===== src/msp_pkg.sv =====
package msp_pkg;

    localparam logic [2:0] KIND_IGNORE   = 3'd0;
    localparam logic [2:0] KIND_REALTIME = 3'd1;
    localparam logic [2:0] KIND_SX_START = 3'd2;
    localparam logic [2:0] KIND_SX_END   = 3'd3;
    localparam logic [2:0] KIND_STATUS   = 3'd4;
    localparam logic [2:0] KIND_DATA     = 3'd5;

    localparam logic [2:0] EV_NONE     = 3'd0;
    localparam logic [2:0] EV_REALTIME = 3'd1;
    localparam logic [2:0] EV_CHANNEL  = 3'd2;
    localparam logic [2:0] EV_PARAM    = 3'd3;
    localparam logic [2:0] EV_APPLIED  = 3'd4;
    localparam logic [2:0] EV_ERROR    = 3'd5;

    localparam logic [1:0] REG_ID_FIRST   = 2'd0;
    localparam logic [1:0] REG_ID_SECOND  = 2'd1;
    localparam logic [1:0] REG_ID_THIRD   = 2'd2;
    localparam logic [1:0] REG_AUTO_STORE = 2'd3;

    localparam logic [7:0] BYTE_CLOCK    = 8'hF8;
    localparam logic [7:0] BYTE_START    = 8'hFA;
    localparam logic [7:0] BYTE_CONTINUE = 8'hFB;
    localparam logic [7:0] BYTE_STOP     = 8'hFC;
    localparam logic [7:0] BYTE_SX_START = 8'hF0;
    localparam logic [7:0] BYTE_SX_END   = 8'hF7;
    localparam logic [3:0] NIB_SYSTEM    = 4'hF;

    localparam logic [3:0] NIB_NOTE_OFF  = 4'h8;
    localparam logic [3:0] NIB_NOTE_ON   = 4'h9;
    localparam logic [3:0] NIB_POLY_AT   = 4'hA;
    localparam logic [3:0] NIB_CTRL      = 4'hB;
    localparam logic [3:0] NIB_PROGRAM   = 4'hC;
    localparam logic [3:0] NIB_CHAN_AT   = 4'hD;
    localparam logic [3:0] NIB_BEND      = 4'hE;

    localparam logic [6:0] CC_NRPN_MSB   = 7'd99;
    localparam logic [6:0] CC_NRPN_LSB   = 7'd98;
    localparam logic [6:0] CC_DATA_MSB   = 7'd6;
    localparam logic [6:0] CC_DATA_LSB   = 7'd38;

    typedef struct packed {
        logic [2:0] kind;
        logic [7:0] rx_byte;
    } entry_t;

    typedef struct packed {
        logic [6:0] id_first;
        logic [6:0] id_second;
        logic [6:0] id_third;
        logic       auto_store;
    } cfg_t;

    typedef struct packed {
        logic [2:0] event_res;
        logic [7:0] status_out;
        logic [6:0] first_data;
        logic [6:0] second_data;
        logic [6:0] param_high;
        logic [6:0] param_low;
        logic [6:0] value_high;
        logic [6:0] value_low;
        logic       save_patch;
    } result_t;

endpackage


===== src/msp_front.sv =====
module msp_front (
    input  logic [7:0]      rx_byte,
    output msp_pkg::entry_t entry
);

    always_comb begin
        entry.rx_byte = rx_byte;
        if (rx_byte[7:4] == msp_pkg::NIB_SYSTEM) begin
            if (rx_byte == msp_pkg::BYTE_CLOCK || rx_byte == msp_pkg::BYTE_START ||
                rx_byte == msp_pkg::BYTE_CONTINUE || rx_byte == msp_pkg::BYTE_STOP) begin
                entry.kind = msp_pkg::KIND_REALTIME;
            end else if (rx_byte == msp_pkg::BYTE_SX_START) begin
                entry.kind = msp_pkg::KIND_SX_START;
            end else if (rx_byte == msp_pkg::BYTE_SX_END) begin
                entry.kind = msp_pkg::KIND_SX_END;
            end else begin
                entry.kind = msp_pkg::KIND_IGNORE;
            end
        end else if (rx_byte[7]) begin
            entry.kind = msp_pkg::KIND_STATUS;
        end else begin
            entry.kind = msp_pkg::KIND_DATA;
        end
    end

endmodule


===== src/msp_queue.sv =====
module msp_queue (
    input  logic            aclk,
    input  logic            aresetn,
    input  logic            push,
    input  msp_pkg::entry_t push_entry,
    output logic            full,
    input  logic            pop,
    output logic            head_valid,
    output msp_pkg::entry_t head_entry
);

    msp_pkg::entry_t mem [2];
    logic       wr_ptr_reg;
    logic       wr_ptr_next;
    logic       rd_ptr_reg;
    logic       rd_ptr_next;
    logic [1:0] count_reg;
    logic [1:0] count_next;
    logic       do_push;
    logic       do_pop;

    assign full       = (count_reg == 2'd2);
    assign head_valid = (count_reg != 2'd0);
    assign head_entry = mem[rd_ptr_reg];
    assign do_push    = push && !full;
    assign do_pop     = pop && head_valid;

    always_comb begin
        wr_ptr_next = do_push ? ~wr_ptr_reg : wr_ptr_reg;
        rd_ptr_next = do_pop ? ~rd_ptr_reg : rd_ptr_reg;
        count_next  = count_reg + {1'b0, do_push} - {1'b0, do_pop};
    end

    always_ff @(posedge aclk) begin
        if (!aresetn) begin
            wr_ptr_reg <= 1'b0;
            rd_ptr_reg <= 1'b0;
            count_reg  <= 2'd0;
        end else begin
            wr_ptr_reg <= wr_ptr_next;
            rd_ptr_reg <= rd_ptr_next;
            count_reg  <= count_next;
        end
    end

    always_ff @(posedge aclk) begin
        if (do_push) begin
            mem[wr_ptr_reg] <= push_entry;
        end
    end

endmodule


===== src/msp_back.sv =====
module msp_back (
    input  logic             aclk,
    input  logic             aresetn,
    input  msp_pkg::cfg_t    cfg,
    input  logic             head_valid,
    input  msp_pkg::entry_t  head_entry,
    output logic             pop,
    output logic             res_valid,
    input  logic             res_ready,
    output msp_pkg::result_t res
);

    localparam logic [3:0] PH_NONE   = 4'd0;
    localparam logic [3:0] PH_IGNORE = 4'd1;
    localparam logic [3:0] PH_ID0    = 4'd2;
    localparam logic [3:0] PH_ID1    = 4'd3;
    localparam logic [3:0] PH_ID2    = 4'd4;
    localparam logic [3:0] PH_PARAMH = 4'd5;
    localparam logic [3:0] PH_PARAML = 4'd6;
    localparam logic [3:0] PH_VALUEH = 4'd7;
    localparam logic [3:0] PH_VALUEL = 4'd8;

    logic [3:0]       phase_reg, phase_next;
    logic [7:0]       rstat_reg, rstat_next;
    logic             need_two_reg, need_two_next;
    logic             rcount_reg, rcount_next;
    logic [6:0]       d0_reg, d0_next;
    logic [6:0]       d1_reg, d1_next;
    logic [6:0]       pph_reg, pph_next;
    logic [6:0]       ppl_reg, ppl_next;
    logic [6:0]       pvh_reg, pvh_next;
    logic             valid_reg, valid_next;
    msp_pkg::result_t res_reg, res_next;

    assign pop       = head_valid && (!valid_reg || res_ready);
    assign res_valid = valid_reg;
    assign res       = res_reg;

    always_comb begin
        logic [7:0] ch;
        logic [6:0] dat;
        logic [6:0] c0;
        logic [6:0] c1;
        logic [3:0] kind;
        ch   = head_entry.rx_byte;
        dat  = ch[6:0];
        kind = rstat_reg[7:4];
        c0   = rcount_reg ? d0_reg : dat;
        c1   = rcount_reg ? dat : d1_reg;

        phase_next    = phase_reg;
        rstat_next    = rstat_reg;
        need_two_next = need_two_reg;
        rcount_next   = rcount_reg;
        d0_next       = d0_reg;
        d1_next       = d1_reg;
        pph_next      = pph_reg;
        ppl_next      = ppl_reg;
        pvh_next      = pvh_reg;
        valid_next    = valid_reg && !res_ready;
        res_next      = res_reg;

        if (pop) begin
            valid_next = 1'b1;
            res_next   = '0;
            unique case (head_entry.kind)
                msp_pkg::KIND_REALTIME: begin
                    res_next.event_res  = msp_pkg::EV_REALTIME;
                    res_next.status_out = ch;
                end
                msp_pkg::KIND_SX_START: begin
                    phase_next = PH_ID0;
                end
                msp_pkg::KIND_SX_END: begin
                    if (phase_reg == PH_PARAMH) begin
                        res_next.event_res  = msp_pkg::EV_APPLIED;
                        res_next.save_patch = cfg.auto_store;
                    end else if (phase_reg >= PH_ID0 && phase_reg <= PH_VALUEL) begin
                        res_next.event_res = msp_pkg::EV_ERROR;
                    end
                    phase_next = PH_NONE;
                end
                msp_pkg::KIND_STATUS: begin
                    phase_next    = PH_NONE;
                    rcount_next   = 1'b0;
                    rstat_next    = ch;
                    need_two_next = !(ch[7:4] == msp_pkg::NIB_POLY_AT ||
                                      ch[7:4] == msp_pkg::NIB_PROGRAM ||
                                      ch[7:4] == msp_pkg::NIB_CHAN_AT);
                end
                msp_pkg::KIND_DATA: begin
                    unique case (phase_reg)
                        PH_ID0: phase_next = (dat == cfg.id_first) ? PH_ID1 : PH_IGNORE;
                        PH_ID1: phase_next = (dat == cfg.id_second) ? PH_ID2 : PH_IGNORE;
                        PH_ID2: phase_next = (dat == cfg.id_third) ? PH_PARAMH : PH_IGNORE;
                        PH_PARAMH: begin
                            pph_next   = dat;
                            phase_next = PH_PARAML;
                        end
                        PH_PARAML: begin
                            ppl_next   = dat;
                            phase_next = PH_VALUEH;
                        end
                        PH_VALUEH: begin
                            pvh_next   = dat;
                            phase_next = PH_VALUEL;
                        end
                        PH_VALUEL: begin
                            res_next.event_res  = msp_pkg::EV_PARAM;
                            res_next.param_high = pph_reg;
                            res_next.param_low  = ppl_reg;
                            res_next.value_high = pvh_reg;
                            res_next.value_low  = dat;
                            phase_next          = PH_PARAMH;
                        end
                        PH_NONE: begin
                            if (rstat_reg != 8'd0) begin
                                d0_next     = c0;
                                d1_next     = c1;
                                rcount_next = !rcount_reg;
                                if (rcount_reg || !need_two_reg) begin
                                    rcount_next = 1'b0;
                                    if (kind == msp_pkg::NIB_CTRL && c0 == msp_pkg::CC_NRPN_MSB) begin
                                        pph_next = c1;
                                        ppl_next = '0;
                                        pvh_next = '0;
                                    end else if (kind == msp_pkg::NIB_CTRL &&
                                                 c0 == msp_pkg::CC_NRPN_LSB) begin
                                        ppl_next = c1;
                                        pvh_next = '0;
                                    end else if (kind == msp_pkg::NIB_CTRL &&
                                                 c0 == msp_pkg::CC_DATA_MSB) begin
                                        pvh_next = c1;
                                    end else if (kind == msp_pkg::NIB_CTRL &&
                                                 c0 == msp_pkg::CC_DATA_LSB) begin
                                        res_next.event_res  = msp_pkg::EV_PARAM;
                                        res_next.param_high = pph_reg;
                                        res_next.param_low  = ppl_reg;
                                        res_next.value_high = pvh_reg;
                                        res_next.value_low  = c1;
                                    end else if (kind == msp_pkg::NIB_NOTE_OFF ||
                                                 kind == msp_pkg::NIB_NOTE_ON ||
                                                 kind == msp_pkg::NIB_CTRL ||
                                                 kind == msp_pkg::NIB_BEND) begin
                                        res_next.event_res   = msp_pkg::EV_CHANNEL;
                                        res_next.status_out  = rstat_reg;
                                        res_next.first_data  = c0;
                                        res_next.second_data = c1;
                                    end else if (kind == msp_pkg::NIB_CHAN_AT) begin
                                        res_next.event_res  = msp_pkg::EV_CHANNEL;
                                        res_next.status_out = rstat_reg;
                                        res_next.first_data = c0;
                                    end
                                end
                            end
                        end
                        default: begin
                        end
                    endcase
                end
                default: begin
                end
            endcase
        end
    end

    always_ff @(posedge aclk) begin
        if (!aresetn) begin
            phase_reg    <= PH_NONE;
            rstat_reg    <= 8'd0;
            need_two_reg <= 1'b0;
            rcount_reg   <= 1'b0;
            d0_reg       <= 7'd0;
            d1_reg       <= 7'd0;
            pph_reg      <= 7'd0;
            ppl_reg      <= 7'd0;
            pvh_reg      <= 7'd0;
            valid_reg    <= 1'b0;
        end else begin
            phase_reg    <= phase_next;
            rstat_reg    <= rstat_next;
            need_two_reg <= need_two_next;
            rcount_reg   <= rcount_next;
            d0_reg       <= d0_next;
            d1_reg       <= d1_next;
            pph_reg      <= pph_next;
            ppl_reg      <= ppl_next;
            pvh_reg      <= pvh_next;
            valid_reg    <= valid_next;
        end
    end

    always_ff @(posedge aclk) begin
        res_reg <= res_next;
    end

endmodule


===== src/midi_stream_parser.sv =====
// MIDI byte stream parser with running status, NRPN assembly and
// parameter messages by system exclusive.
// The input channel (s_valid, s_ready, s_rx_byte) takes one received byte
// per item. The result channel (m_valid, m_ready, m_*) gives exactly one
// result item for every input item, in order; m_event_res is zero when the
// byte completes nothing.
// The configuration port writes the three sysex ID bytes and the auto store
// flag at any edge where cfg_wr_en is high; write it only while idle.
// An accepted item is held in the queue, then its result in the output
// register. The block takes one item per cycle as long as m_ready stays
// high; the single state update in the back end sets that rate.
// A two-entry queue sits between the byte classifier and the back end, and
// the result sits in an output register, so a stalled receiver lets two
// more items in before s_ready falls.
// A synchronous reset clears the running status, the sysex phase, the
// pending parameter parts, the queue, the output valid and the
// configuration registers.
module midi_stream_parser (
    input  logic       aclk,
    input  logic       aresetn,
    input  logic       s_valid,
    output logic       s_ready,
    input  logic [7:0] s_rx_byte,
    output logic       m_valid,
    input  logic       m_ready,
    output logic [2:0] m_event_res,
    output logic [7:0] m_status_out,
    output logic [6:0] m_first_data,
    output logic [6:0] m_second_data,
    output logic [6:0] m_param_high,
    output logic [6:0] m_param_low,
    output logic [6:0] m_value_high,
    output logic [6:0] m_value_low,
    output logic       m_save_patch,
    input  logic       cfg_wr_en,
    input  logic [1:0] cfg_index,
    input  logic [6:0] cfg_wdata
);

    msp_pkg::cfg_t    cfg_reg;
    msp_pkg::cfg_t    cfg_next;
    msp_pkg::entry_t  front_entry;
    msp_pkg::entry_t  head_entry;
    msp_pkg::result_t res;
    logic             q_full;
    logic             head_valid;
    logic             pop;

    always_comb begin
        cfg_next = cfg_reg;
        if (cfg_wr_en) begin
            unique case (cfg_index)
                msp_pkg::REG_ID_FIRST:   cfg_next.id_first   = cfg_wdata;
                msp_pkg::REG_ID_SECOND:  cfg_next.id_second  = cfg_wdata;
                msp_pkg::REG_ID_THIRD:   cfg_next.id_third   = cfg_wdata;
                msp_pkg::REG_AUTO_STORE: cfg_next.auto_store = cfg_wdata[0];
                default: begin
                end
            endcase
        end
    end

    always_ff @(posedge aclk) begin
        if (!aresetn) begin
            cfg_reg <= '0;
        end else begin
            cfg_reg <= cfg_next;
        end
    end

    assign s_ready = !q_full;

    msp_front u_front (
        .rx_byte (s_rx_byte),
        .entry   (front_entry)
    );

    msp_queue u_queue (
        .aclk       (aclk),
        .aresetn    (aresetn),
        .push       (s_valid),
        .push_entry (front_entry),
        .full       (q_full),
        .pop        (pop),
        .head_valid (head_valid),
        .head_entry (head_entry)
    );

    msp_back u_back (
        .aclk       (aclk),
        .aresetn    (aresetn),
        .cfg        (cfg_reg),
        .head_valid (head_valid),
        .head_entry (head_entry),
        .pop        (pop),
        .res_valid  (m_valid),
        .res_ready  (m_ready),
        .res        (res)
    );

    assign m_event_res   = res.event_res;
    assign m_status_out  = res.status_out;
    assign m_first_data  = res.first_data;
    assign m_second_data = res.second_data;
    assign m_param_high  = res.param_high;
    assign m_param_low   = res.param_low;
    assign m_value_high  = res.value_high;
    assign m_value_low   = res.value_low;
    assign m_save_patch  = res.save_patch;

endmodule


===== config.mk =====
export PLATFORM = sky130hd
export DESIGN_NAME = midi_stream_parser
export DESIGN_NICKNAME = d
export VERILOG_FILES = /design/src/msp_pkg.sv /design/src/msp_front.sv /design/src/msp_queue.sv /design/src/msp_back.sv /design/src/midi_stream_parser.sv
export SDC_FILE = /design/constraint.sdc
export NUM_CORES = 1
export LEC_CHECK = 0
export BUFFER_PORTS_ARGS = -buffer_cell sky130_fd_sc_hd__buf_2
export CAP_MARGIN = 5
export CORE_UTILIZATION = 25
export CTS_CLUSTER_DIAMETER = 60
export DETAILED_ROUTE_END_ITERATION = 10
export SETUP_SLACK_MARGIN = 0.2
export SYNTH_ARGS = -nofsm -noshare
export SYNTH_HDL_FRONTEND = slang
export SYNTH_SLANG_ARGS = --single-unit

===== constraint.sdc =====
create_clock -name aclk -period 3.45 [get_ports aclk]
set_input_delay 0 -clock aclk [delete_from_list [all_inputs] [get_ports aclk]]
set_output_delay 0 -clock aclk [all_outputs]
set_load 0.005 [all_outputs]

* Word level (Yosys, flattened, before mapping)
Memories as Yosys holds them, arrays and structs flattened. A register that Yosys moved wholly into a read port is not among the register bits.
Cells that the tools add are included.
** Cells by class
- Equality and inequality tests :: 46
- Bitwise gates (word level) :: 7
- Muxes and demuxes :: 54
- Reductions and logical operators :: 49
- Magnitude comparators :: 2
- Add/sub/neg operators :: 2
** Operators with widths (count)
- $mux 53 :: 5
- $mux 7 :: 15
- $pmux 28 s2 :: 1
- $eq 8x8->1 const B :: 6
- $mux 22 :: 2
- $pmux 7 s2 :: 3
- $eq 4x4->1 const B :: 10
- $mux 17 :: 2
- $mux 28 :: 1
- $pmux 4 s7 :: 1
- $mux 3 :: 8
- $eq 7x7->1 :: 3
- $reduce_and 6->1 :: 3
- $eq 4x3->1 const B :: 4
- $pmux 8 s2 :: 1
- $eq 7x7->1 const B :: 2
- $pmux 4 s3 :: 1
- $reduce_and 2->1 :: 6
- $logic_or 1x1->1 :: 10
- $reduce_bool 2->1 :: 5
- $logic_and 1x1->1 :: 9
- $mux 1 :: 9
- $pmux 3 s3 :: 1
- $reduce_or 9->1 :: 1
- 30 further kinds :: 51
** Storage, ports and cells
- Memory bits (writable) :: 22
- Flip-flop bits (word level) :: 130
- Memories :: 1
- Logic and storage cells :: 187
- Bits of input ports :: 22
** Memories
- u_queue.mem :: depth 2, bits a word 11, rd ports 1, clocked after memory_dff 1, wr ports 1, RTL line msp_queue.sv:12 : msp_pkg::entry_t mem [2];

* Longest topological paths before layout
- Depth after elaboration :: 13
- Gate-level depth with buffers :: 9
- Mapped depth without buffers :: 8

* By module
Synthesis repeated with hierarchy kept, for this count alone.
** Unflattened totals
- Cell total of the unflattened synthesis :: 671
- Area total of the unflattened synthesis :: 7297.0 um^2
** By module, submodules not included
- msp_back :: instances 1, seq. area each 2622.5 um^2, cells an instance 509, area an instance 5303.8 um^2
- msp_queue :: instances 1, seq. area each 760.7 um^2, cells an instance 61, area an instance 1029.7 um^2
- midi_stream_parser :: instances 1, seq. area each 440.4 um^2, cells an instance 84, area an instance 837.1 um^2
- msp_front :: instances 1, seq. area each 0.0 um^2, cells an instance 17, area an instance 126.4 um^2

* Least setup slack after synthesis
OpenSTA, ideal clock, no wires.
- Path type :: reg-to-reg
- Start :: register u_queue.count_reg[1]
- End :: register u_back.rstat_reg[6]
- Data required time :: 3.364 ns
- Clock period less this slack :: 3.481 ns
- Library setup time :: 0.086 ns
- Slack :: -0.031 ns
- Buffers on the path :: 2
- Cell stages (with the launch flop) :: 9
- Arrival :: 3.395 ns
- Cells stage by stage :: dfxtp_1 -> or2_2 -> and2_1 -> clkbuf_1 -> nand3_1 -> nor2_1 -> clkbuf_1 -> nor2_1 -> a211oi_1
** Between the ends
- Word-level cells in the longest chain between the ends :: 3
** Ends and longest elaborated chain
- start, declared :: RTL line msp_queue.sv:17 : logic [1:0] count_reg;
- start signal, assigned :: RTL line msp_queue.sv:42 : count_reg <= count_next;
- $reduce_bool 2->1 :: RTL line msp_queue.sv:23 : assign head_valid = (count_reg != 2'd0);
- $logic_and 1x1->1 :: RTL line msp_back.sv:35 : assign pop = head_valid && (!valid_reg || res_ready);
- via pop :: RTL line midi_stream_parser.sv:47 : logic pop;
- $reduce_and 2->1 (no line)
- end signal, assigned :: RTL line msp_back.sv:181 : rstat_reg <= rstat_next;
- end, declared :: RTL line msp_back.sv:24 : logic [7:0] rstat_reg, rstat_next;
The timed path passes the listed nets, and every way through them passes these cells.
A chain may end at the register's enable or synchronous reset.

==> summary.md <==
| Metric | Value |
|---|---|
| Post-synth EDFFs | between 70 and 80 |
| Post-CTS Setup Bufs | 0 |
| Initial Utilization | 25.7% |
| Crit path kind | flop to flop |
| GRT Overall Usage | between 10% and 20% |
| Largest net degree at the start of global routing | 44 |
| Status | finished, final reports clean |
| Core area | between 0.02 and 0.03 mm2 |
| Clock Sinks | around 150 |
| Pint | approximately 4.1 mW |
| Hold crit path type | input pin to flop |
| Library cells used by synthesis | 64 |
| Clock transition at path regs | approximately 0.060 ns |
| WP data arrival | roughly 3.2 ns |
| DR WL/cell | 15.9 um |
| Asr flop ratio synth | 0% |
| Synth area leaders | edfxtp_1, dfxtp_1, mux2i_1, nor2_1, a211oi_1 |
| Most frequent cells after synthesis | nor2_1, dfxtp_1, edfxtp_1, nand3_1, mux2i_1 |
| Layout cells sized above 1 | 20.8% |
| CP required | 3.74 ns |
| Hold Fails Final Rpt | 0 |
| CTS tree | built |
| Synthesized area per cell | about 11 um2 |
| Buffers on Ports | 77 |
| Maximum fanout along the worst path | 13 |
| # rows | 60 |
| Synthesis-to-layout area growth | 22.8% |
| Final setup violating endpoints | 0 |
| Max cap viols | 0 |
| Routability congestion estimate | ~0.89 |
| Top cell by count, worst path | mux2_2 |
| First-pass GRT wire length | ~28,000 um |
| Combinational share of power | 29.3% |
| Worst setup margin | between 0.5 and 0.6 ns |
| Drt initial violations | 432 |
| Clock latency on the worst-skew pair | ~0.43 ns |
| Clk buf depth | 2 |
| P_leak | around 3 nW |
| #FFs+latches synth | around 150 |
| Post-CTS Resized | 0 |
| Main flop type after synthesis | dfxtp_1 |
| I/O pin count | 78 |
| Unrepaired setup endpoints after global routing | no |
| Fmax | between 0.3 and 0.4 GHz |
| Drt total wl | about 18,000 um |
| Switching power of the nets | ~2 mW |
| Mapped Cells | about 660 |
| CTS H-Tree Depth | 4 |
| Cell Pwr Density | roughly 700 mW/mm2 |
| Synth area leader | edfxtp_1 |
| Place WS | ~0.56 ns |
| Vias in the first global route | ~5,000 |
| DR DRC count | 0 |
| Post-DP Area | 0.00780 mm2 |
| DR vias/cell | about 4.6 |
| Largest register FFs | 54 |
| Fin crit period | between 2 and 3 ns |
| Cell chain of the critical path | mux2_2 -> mux2_2 -> nor3_4 -> a41oi_4 -> nor3_2 -> and2_1 |
| Grt total ovfl | 0 |
| Die X | ~170 um |
| Ant. Diodes | 0 |
| Slowest Stage Delay on Critical Path | between 0.5 and 0.6 ns |
| Synth top area share | about 33% |
| Post-route design area | roughly 0.0086 mm2 |
| Max IR drop VDD | between 300 and 400 uV |
| CP Capture Type | flop |
| Antenna violations before repair | 0 |
| Slew Limit Headroom | 40.6% |
| Final Slew Violations | 0 |
| Layout Cells excl Fill | approximately 1,100 |
| Leading cell type by number of instances after synthesis | nor2_1 |
| Min-Delay Path Depth | 3 |
| Final setup skew | around 0.013 ns |
| YS warnings | 0 |
| Flop pwr share | 41.3% |
| Hold Worst Slack | 0.0751 ns |
| Dpl hpwl | around 13,000 um |
| Root Buffer | clkbuf_16 |
| Power share of the clock group | a little under 30% |
| Worst setup SP type | flop |
| Total CTS buffers | 17 |
| Vias post-DR | 5,265 |
| Final period utilization | 83.8% |
| Sequential area share after synthesis | between 50% and 60% |
| Net Sw Frac | roughly a third |
| Final net count | 777 |
| Tightest Pin Transition | approximately 0.89 ns |
| Hold Buf Count CTS | 20 |
| Placed insts | about 1,100 |
| Critical-path top delay cell | dfxtp_1 |
| Cell area after synthesis | 0.00698 mm2 |
| R2R depth | 6 |
| Die Area | between 0.02 and 0.03 mm2 |
| Die height | about 170 um |
| Setup TNS | 0 ns |
| Final ANT Viol Nets | 0 |
| Syn Nets | 679 |
| DR pass1 iterations | 5 |
## metrics by stage
| stage | power [mW] | util (%) |
|---|---|---|
| global placement | 4.34 | 28.7 |
| floorplan | 3.64 | - |
| global route | 6.45 | 31.5 |
| detailed placement | 4.35 | 28.7 |
| finish | 6.12 | 31.5 |
| CTS | 6.17 | 31.5 |
## worst max-delay path, delay by kind of cell, from the launching register on
kind / cells / cell delay (ns)
DFF: 1 / 0.53
AOI/OAI and AO/OA: 1 / 0.30
muxes: 2 / 0.74
and+or+nand+nor: 3 / 1.17
## cell families after synthesis
group	share of synthesized area (%)
adders and majority gates	0.358
xor gates and xnor gates	3.51
DFF	54.8
and+or+nand+nor	17.5
muxes	8.30
AOI/OAI and AO/OA	12.2
buffers and inverters	3.28
## path summary, 6_finish.rpt
path | endpoint | slack [ns] | from
hold reg to reg | u_back.d0_reg[4] | 0.46 | u_back.d0_reg[4]
hold / removal | u_back.ppl_reg[6] | 0.08 | aresetn
setup reg to reg | u_back.res[26] | 0.56 | flop
setup / recovery | u_back.res[26] | 0.56 | flop
## per-layer routing
metal / wire length, um / global-route usage [%] / up-vias
li1: - / - / 2602
met1: 8390 / 17.0 / 2473
met2: 8210 / 20.3 / 160
met3: 1010 / 2.97 / 30
met4: 531 / 6.07 / 0
met5: 0 / 0 / -
## final cells by class
class / count / area (um2)
fillers: 2842 / 18600
clock inverters: 10 / 95.1
clock buffers: 22 / 475
repair buffers: 113 / 706
flip-flops and latches: 153 / 3820
multi-input cells: 447 / 2930
inverters: 21 / 78.8
well taps: 372 / 465
## placed cells by master, fill, tap and decap left out, types with 19 or more instances in the layout
cell            n
edfxtp_1       76
mux2_2         19
buf_2          77
mux2i_1        35
a211oi_1       31
a21oi_1        31
nor2_1         90
xnor2_1        24
inv_1          20
dlygate4sd3_1  20
nand2_1        27
nand3_1        38
dfxtp_1        77
## power by group through the flow
| stage | logic (mW) | registers, mW | clock network, mW |
|---|---|---|---|
| after floorplan | 1.10 | 2.54 | 0 |
| after global placement | 1.76 | 2.58 | 0 |
| after detailed placement | 1.77 | 2.57 | 0 |
| after CTS | 1.80 | 2.54 | 1.83 |
| after global routing | 1.96 | 2.57 | 1.91 |
| final | 1.80 | 2.53 | 1.80 |
(Power assumes the default switching activity.)
